--- src/sv/skg_pkg.sv ---
// shared types, constants and helpers for the shake gesture key selector
`timescale 1ns / 1ps

package skg_pkg;

	// default parameter values
	localparam int DEF_SAMPLE_BITS = 16;
	localparam int DEF_TIMER_BITS  = 25;

	// configuration register indexes
	localparam logic [1:0] REG_THRESHOLD = 2'd0;
	localparam logic [1:0] REG_TIMEOUT   = 2'd1;
	localparam logic [1:0] REG_SEED      = 2'd2;

	// configuration register widths and reset values
	localparam int THRESH_W  = 16;
	localparam int TIMEOUT_W = 24;
	localparam int SEED_W    = 16;
	localparam int CFG_W     = 24;
	localparam logic [THRESH_W-1:0]   THRESH_RST  = 16'd250;
	localparam logic [TIMEOUT_W-1:0]  TIMEOUT_RST = 24'd350000;
	localparam logic [SEED_W-1:0]     SEED_RST    = 16'd44257;
	localparam logic [2*THRESH_W-1:0] THR2_RST    = 32'd62500;

	// mode codes
	localparam logic [1:0] MODE_IDLE     = 2'd0;
	localparam logic [1:0] MODE_SHAKING  = 2'd1;
	localparam logic [1:0] MODE_SETTLING = 2'd2;

	// letter and key constants
	localparam logic [6:0]  LETTER_BASE  = 7'd65;
	localparam logic [6:0]  USAGE_OFFSET = 7'd61;
	localparam logic [15:0] LFSR_MASK    = 16'hB400;
	localparam int          ELAPSED_W    = 16;

	// one resolved sample handed from the front pipeline to the mode logic
	typedef struct packed {
		logic                 valid;
		logic                 is_strong;
		logic                 dot_neg;
		logic [ELAPSED_W-1:0] elapsed;
	} skg_item_t;

	// one step of the right-shifting galois lfsr
	function automatic logic [15:0] lfsr_step(input logic [15:0] s);
		logic [15:0] n;
		n = {1'b0, s[15:1]};
		if (s[0]) begin
			n = n ^ LFSR_MASK;
		end
		return n;
	endfunction

	// value mod 26: nibble fold mod 13, then fix parity for the factor two
	function automatic logic [4:0] mod26(input logic [15:0] v);
		logic [7:0] s;
		logic [5:0] t;
		logic [4:0] r13;
		s = 8'(v[3:0]) + 8'(v[7:4]) * 8'd3 + 8'(v[11:8]) * 8'd9 + 8'(v[15:12]);
		t = 6'(s[3:0]) + 6'(s[7:4]) * 6'd3;
		if (t >= 6'd39) begin
			r13 = 5'(t - 6'd39);
		end else if (t >= 6'd26) begin
			r13 = 5'(t - 6'd26);
		end else if (t >= 6'd13) begin
			r13 = 5'(t - 6'd13);
		end else begin
			r13 = 5'(t);
		end
		if (r13[0] != v[0]) begin
			r13 = r13 + 5'd13;
		end
		return r13;
	endfunction

endpackage

--- src/sv/skg_front.sv ---
// front pipeline: input capture, squared magnitude test and dot product sign
`timescale 1ns / 1ps

module skg_front import skg_pkg::*; #(
	parameter int SAMPLE_BITS = DEF_SAMPLE_BITS
) (
	input  logic                        clk,
	input  logic                        arst_n,
	input  logic                        en,
	input  logic                        in_valid,
	input  logic signed [SAMPLE_BITS-1:0] accel_x,
	input  logic signed [SAMPLE_BITS-1:0] accel_y,
	input  logic signed [SAMPLE_BITS-1:0] accel_z,
	input  logic [ELAPSED_W-1:0]        elapsed_us,
	input  logic [THRESH_W-1:0]         shake_threshold,
	output skg_item_t                   item
);

	localparam int PROD_W = 2 * SAMPLE_BITS;
	localparam int MAG_W  = PROD_W + 2;
	localparam int THR_W  = 2 * THRESH_W;
	localparam int CMP_W  = (MAG_W > THR_W) ? MAG_W : THR_W;

	logic                          v_s1, v_s2, v_s3;
	logic signed [SAMPLE_BITS-1:0] a_s1 [3];
	logic signed [SAMPLE_BITS-1:0] a_s2 [3];
	logic [ELAPSED_W-1:0]          el_s1, el_s2, el_s3;
	logic [PROD_W-1:0]             sq_s2 [3];
	logic signed [PROD_W-1:0]      prod_s3 [3];
	logic                          strong_s3;
	logic signed [SAMPLE_BITS-1:0] lastv_q [3];
	logic [THR_W-1:0]              thr2_q;
	logic [PROD_W-1:0]             sq_c [3];
	logic signed [PROD_W-1:0]      prod_c [3];
	logic [MAG_W-1:0]              mag_c;
	logic                          strong_c;
	logic [MAG_W-1:0]              dot_c;
	logic                          valid_s4;
	logic                          strong_s4;
	logic                          neg_s4;
	logic [ELAPSED_W-1:0]          el_s4;

	// squared threshold, refreshed every cycle from the register
	always_ff @(posedge clk or negedge arst_n) begin
		if (!arst_n) begin
			thr2_q <= THR2_RST;
		end else begin
			thr2_q <= THR_W'(shake_threshold) * THR_W'(shake_threshold);
		end
	end

	// stage one: capture the request
	always_ff @(posedge clk or negedge arst_n) begin
		if (!arst_n) begin
			v_s1 <= 1'b0;
		end else if (en) begin
			v_s1 <= in_valid;
		end
	end

	always_ff @(posedge clk) begin
		if (en) begin
			a_s1[0] <= accel_x;
			a_s1[1] <= accel_y;
			a_s1[2] <= accel_z;
			el_s1   <= elapsed_us;
		end
	end

	// squares of each axis
	always_comb begin
		for (int i = 0; i < 3; i++) begin
			sq_c[i] = PROD_W'(PROD_W'(a_s1[i]) * PROD_W'(a_s1[i]));
		end
	end

	// stage two: registered squares
	always_ff @(posedge clk or negedge arst_n) begin
		if (!arst_n) begin
			v_s2 <= 1'b0;
		end else if (en) begin
			v_s2 <= v_s1;
		end
	end

	always_ff @(posedge clk) begin
		if (en) begin
			for (int i = 0; i < 3; i++) begin
				a_s2[i]  <= a_s1[i];
				sq_s2[i] <= sq_c[i];
			end
			el_s2 <= el_s1;
		end
	end

	// magnitude test and products with the last strong vector
	always_comb begin
		mag_c = MAG_W'(sq_s2[0]) + MAG_W'(sq_s2[1]) + MAG_W'(sq_s2[2]);
		strong_c = CMP_W'(mag_c) >= CMP_W'(thr2_q);
		for (int i = 0; i < 3; i++) begin
			prod_c[i] = PROD_W'(PROD_W'(a_s2[i]) * PROD_W'(lastv_q[i]));
		end
	end

	// last strong sample; in shaking and settling it equals the stored vector
	always_ff @(posedge clk or negedge arst_n) begin
		if (!arst_n) begin
			for (int i = 0; i < 3; i++) begin
				lastv_q[i] <= '0;
			end
		end else if (en && v_s2 && strong_c) begin
			for (int i = 0; i < 3; i++) begin
				lastv_q[i] <= a_s2[i];
			end
		end
	end

	// stage three: strong flag and products
	always_ff @(posedge clk or negedge arst_n) begin
		if (!arst_n) begin
			v_s3 <= 1'b0;
		end else if (en) begin
			v_s3 <= v_s2;
		end
	end

	always_ff @(posedge clk) begin
		if (en) begin
			strong_s3 <= strong_c;
			for (int i = 0; i < 3; i++) begin
				prod_s3[i] <= prod_c[i];
			end
			el_s3 <= el_s2;
		end
	end

	// dot product sum, sign extended
	assign dot_c = {{2{prod_s3[0][PROD_W-1]}}, prod_s3[0]}
		+ {{2{prod_s3[1][PROD_W-1]}}, prod_s3[1]}
		+ {{2{prod_s3[2][PROD_W-1]}}, prod_s3[2]};

	// stage four: resolved sample for the mode logic
	always_ff @(posedge clk or negedge arst_n) begin
		if (!arst_n) begin
			valid_s4 <= 1'b0;
		end else if (en) begin
			valid_s4 <= v_s3;
		end
	end

	always_ff @(posedge clk) begin
		if (en) begin
			strong_s4 <= strong_s3;
			neg_s4    <= dot_c[MAG_W-1];
			el_s4     <= el_s3;
		end
	end

	assign item = '{valid: valid_s4, is_strong: strong_s4, dot_neg: neg_s4, elapsed: el_s4};

endmodule

--- config.mk ---
export PLATFORM = sky130hd
export DESIGN_NAME = skg_front
export DESIGN_NICKNAME = d
export VERILOG_FILES = /design/src/sv/skg_pkg.sv /design/src/sv/skg_front.sv
export SDC_FILE = /design/constraint.sdc
export NUM_CORES = 2
export LEC_CHECK = 0
export ABC_AREA = 1
export BUFFER_PORTS_ARGS = -buffer_cell sky130_fd_sc_hd__clkbuf_2
export CAP_MARGIN = 20
export CORE_ASPECT_RATIO = 1.2
export CORE_MARGIN = 1.5
export CORE_UTILIZATION = 30
export DETAILED_ROUTE_END_ITERATION = 12
export GPL_TIMING_DRIVEN = 0
export PLACE_DENSITY_LB_ADDON = 0.05
export SKIP_LAST_GASP = 1
export SYNTH_ARGS = -nofsm -noshare
export SYNTH_HDL_FRONTEND = slang
export SYNTH_SLANG_ARGS = --single-unit
--- constraint.sdc ---
create_clock -name clk -period 14.9 [get_ports clk]
set_input_delay 0.745 -clock clk [delete_from_list [all_inputs] [get_ports clk]]
set_output_delay 0.745 -clock clk [all_outputs]
set_load 0.005 [all_outputs]
After elaboration in Yosys (flattened, before gate mapping). Memory sizes are Yosys's and may differ from the RTL's. Cells that the tools add are included.

$add $sub $neg: 4. Multipliers: 7. Magnitude comparators: 1. Mux-type cells: 2. Reductions and logical operators: 2.

Operator list (number): $mul A16 B16 Y32 (7); $add A33 B32 Y34 (2); $add A32 B32 Y33 (2); $ge A34 B32 Y1 (1); $logic_and A1 B1 Y1 (2); $mux W1 (2).

Flip-flop bits (word level): 151. Memory bits (writable): 288. Bits of input ports: 84. Output and inout bits: 19. Logic and storage cells: 35. Memories kept: 4.

Memory list: prod_s3 (depth 3, width 32, rd ports 3, clocked after memory_dff 0, write ports 3, RTL line skg_front.sv:29) `logic signed [PROD_W-1:0] prod_s3 [3];`; sq_s2 (depth 3, width 32, rd ports 3, clocked after memory_dff 0, write ports 3, RTL line skg_front.sv:28) `logic [PROD_W-1:0] sq_s2 [3];`; a_s1 (depth 3, width 16, rd ports 3, clocked after memory_dff 0, write ports 3, RTL line skg_front.sv:25) `logic signed [SAMPLE_BITS-1:0] a_s1 [3];`; a_s2 (depth 3, width 16, rd ports 3, clocked after memory_dff 0, write ports 3, RTL line skg_front.sv:26) `logic signed [SAMPLE_BITS-1:0] a_s2 [3];`.

Depth between registers and ports, before layout.
Word-level depth: 4. Mapped depth: 30. Gate-level depth less buffers: 28.

Worst setup path before layout. No wires, ideal clock.

Path type: reg2reg. From: register lastv_q[2] in the netlist's numbering, read port of a_s2. To: memory prod_s3[0][92] in the netlist's numbering, data pin. Library setup time: 260 ps. Arrival time: 5937 ps. Required time: 14640 ps. Setup slack: 8704 ps. Cell stages (with the launch flop): 25. Path buffers: 2. Period minus slack after synthesis: 6196 ps. Cells stage by stage: dfrtp_1 > clkbuf_1 > clkbuf_1 > nand2_1 > fa_1 > inv_1 > fa_1 > inv_1 > fa_1 > inv_1 > fa_1 > fa_1 > inv_1 > fa_1 > inv_1 > ha_1 > nand2_1 > nor4_1 > nand2_1 > o211ai_1 > nand3_1 > nand3_1 > nand2_1 > nand2_1 > xor2_1.

RTL lines: from (decl) (RTL line skg_front.sv:31) `logic signed [SAMPLE_BITS-1:0] lastv_q [3];`; to (decl) (RTL line skg_front.sv:29).

==> results.sh <==
export IMPL_cts_root_buffer="clkbuf_16"
export IMPL_post_cts_buffers=0
export IMPL_status="completed"
export IMPL_fin_crit_sh_pct=54.2
export IMPL_area_growth_syn_to_layout_pct=8.69
export IMPL_antenna_found_initial=9
export IMPL_synth_edf_count=349
export IMPL_setup_tns_ns=0
export IMPL_busiest_layer="met2"
export IMPL_max_freq_ghz=0.124
export IMPL_ctsResizeCount=0
export IMPL_rsz0062_at_grt="no"
export IMPL_wl_mm=252
export IMPL_path_class="reg -> reg"
export IMPL_ios=103
export IMPL_std_cell_rows=210
export IMPL_vias=56740
export IMPL_hold_buffers=1
export IMPL_startpoint_type="flip-flop"
export IMPL_hpwl_mm=215
export IMPL_yosysWarnings=0
export IMPL_setup_violations=0
export IMPL_clock_sinks=432
export IMPL_worstMarginPinSlew_ns=1.01
export IMPL_crit_fanout=10
export IMPL_drc=0
export IMPL_wl_per_cell_um=19.5
export IMPL_grt_pass1_wl_mm=388
export IMPL_crit_path_end_kind="flip-flop"
export IMPL_skew_ns=0.0399
export IMPL_dr_pass1_iters=5
export IMPL_synth_cell_types=44
export IMPL_track_usage_pct=18.7
export IMPL_tritoncts="done"
export IMPL_gp_congestion=0.852
export IMPL_syn_area_per_cell_um2=9.07
export IMPL_syn_inst=9076
export IMPL_async_flop_share_pct=19.2
export IMPL_final_common_cell="inv_1"
export IMPL_fp_dieW_um=481
export IMPL_ys_seq_area_share_pct=15.3
export IMPL_fp_coreArea_um2=273000
export IMPL_stdcell_area_um2=89500
export IMPL_holdCritPathClass="in -> reg"
export IMPL_ctsLongestPathBuffers=3
export IMPL_die_height_um=577
export IMPL_floorplan_initialDensity_pct=30.2
export IMPL_drv_slew=0
export IMPL_grtUsageMet3_pct=1.35
export IMPL_grt_max_degree=102
export IMPL_drive_above_1_share_pct=3.04
export IMPL_io_buffer_count=95
export IMPL_layout_common_cells="inv_1, nand2_1, fa_1"
export IMPL_synth_flop_cell="edfxtp_1"
export IMPL_crit_required_ns=15.34
export IMPL_drt_initial_drc_count=2633
export IMPL_viasPerCell=4.40
export IMPL_drt_antenna_violating_nets=0
export IMPL_place_area_um2=87500
export IMPL_cts_clk_slew_worst_paths_ns=0.07
export IMPL_overflow=0
export IMPL_syn_area_um2=82300
export IMPL_cts_inserted_buffers=58
export IMPL_fin_nets=11751
export IMPL_grt_pass1_vias=63677
export IMPL_hold_viol=0
export IMPL_period_needed_ns=8.08
export IMPL_timing_slew_headroom_pct=32.8
export IMPL_ys_ff_latch=432
export IMPL_grtUsageMet1_pct=23.1
export IMPL_dieArea_um2=278000
export IMPL_cap_viol_max_count=0
export IMPL_clk_latency_ns=0.73
export IMPL_use_met2_pct=35.0
export IMPL_htreeDepth=2
export IMPL_crit_arrival_ns=8.52
## kinds of logic after synthesis
logic type      synth area share [%]
compound gates                  4.05
xor+xnor                        3.39
fa+ha+maj                       52.5
buf+inv                         14.3
flops                           15.3
other cells                  0.00912
simple gates                    10.5
## metrics by stage
step	hold WS (ns)	std cells	utilization (%)	setup slack, ns
5_1_grt	0.143	12894	32.8	6.38
6_report	0.184	12896	32.8	6.82
3_3_place_gp	0.400	12776	32.0	4.19
4_1_cts	0.102	12893	32.8	6.74
3_5_place_dp	0.405	12782	32.1	6.79
2_1_floorplan	0.400	9077	-	8.70
## sequential cells by signal, indices dropped and copies added (netlist names)
signal,count
prod_s3,96
sq_s2,93
a_s1,48
lastv_q,48
a_s2,45
thr2_q,31
el_s1,16
el_s2,16
el_s3,16
el_s4,16
neg_s4,1
strong_s3,1
strong_s4,1
v_s1,1
v_s2,1
v_s3,1
valid_s4,1
## final timing paths
path	start	to	slack, ns	depth (start not counted)
worst max-delay path	a_s1[0][37]$_DFFE_PP_	sq_s2[0][95]$_DFFE_PP_	6.82	20
worst min-delay path	accel_z[14]	a_s1[0][46]$_DFFE_PP_	0.18	1
worst max register to register	a_s1[0][37]$_DFFE_PP_	sq_s2[0][95]$_DFFE_PP_	6.82	20
worst min register to register	strong_s3$_DFFE_PP_	strong_s4$_DFFE_PP_	0.40	0
max in group asynchronous	arst_n	thr2_q[31]$_DFF_PN0_	13.65	3
min in group asynchronous	arst_n	lastv_q[23]$_DFFE_PN0P_	0.45	2
## metal layers
| layer | vias up | part of all wire, % |
|---|---|---|
| li1 | 26618 | - |
| met1 | 29247 | 41 |
| met2 | 706 | 54 |
| met3 | 169 | 2.5 |
| met4 | 0 | 2.2 |
| met5 | - | 0 |
## final cells by class
type / instances / area [um2]
fillers: 28934 / 183000
multi-input cells: 5534 / 58000
flip-flops and latches: 432 / 12600
inverters: 2779 / 10400
well taps: 3604 / 4510
clock buffers: 67 / 1560
plain buffers: 332 / 1310
repair buffers: 102 / 656
clock inverters: 43 / 420
diodes: 3 / 7.51
## worst max-delay path: stages, from the launching register on
cell	delay, ns
edfxtp_1	0.49
clkbuf_1	0.63
clkbuf_1	0.67
nand2_1	0.23
fa_1	0.56
inv_1	0.07
fa_1	0.91
fa_1	0.55
fa_1	0.53
fa_1	0.49
inv_1	0.05
fa_1	0.50
inv_1	0.05
ha_1	0.37
nand2_1	0.12
nor4_1	0.54
nand4_1	0.23
nand3_1	0.27
a21oi_1	0.18
o21ai_0	0.24
xor2_1	0.10
## synthesized netlist by cell type (6+ instances only)
cell,instances,share of area (%)
a21oi_1,307,1.9
dfrtp_1,76,2.3
nand4_1,25,0.19
xnor2_1,126,1.3
a211oi_1,6,0.055
nor2_1,235,1.1
dfstp_2,7,0.22
ha_1,713,11
a21boi_0,6,0.055
fa_1,1715,42
a31oi_1,23,0.17
a21o_1,26,0.24
or2_2,29,0.22
nor4_1,14,0.11
nor3_1,30,0.18
nand3_1,134,0.81
o2111ai_1,7,0.074
inv_1,2776,13
o21a_1,8,0.073
xor2_1,193,2.1
a31o_2,6,0.064
o21ai_0,141,0.86
clkbuf_1,302,1.4
buf_2,17,0.10
edfxtp_1,349,13
o21bai_1,33,0.30
nand2_1,1718,7.8
o211ai_1,13,0.12
Power is not shown: default switching activity piles up to over one toggle a cycle in this logic, so the estimate is an artifact.
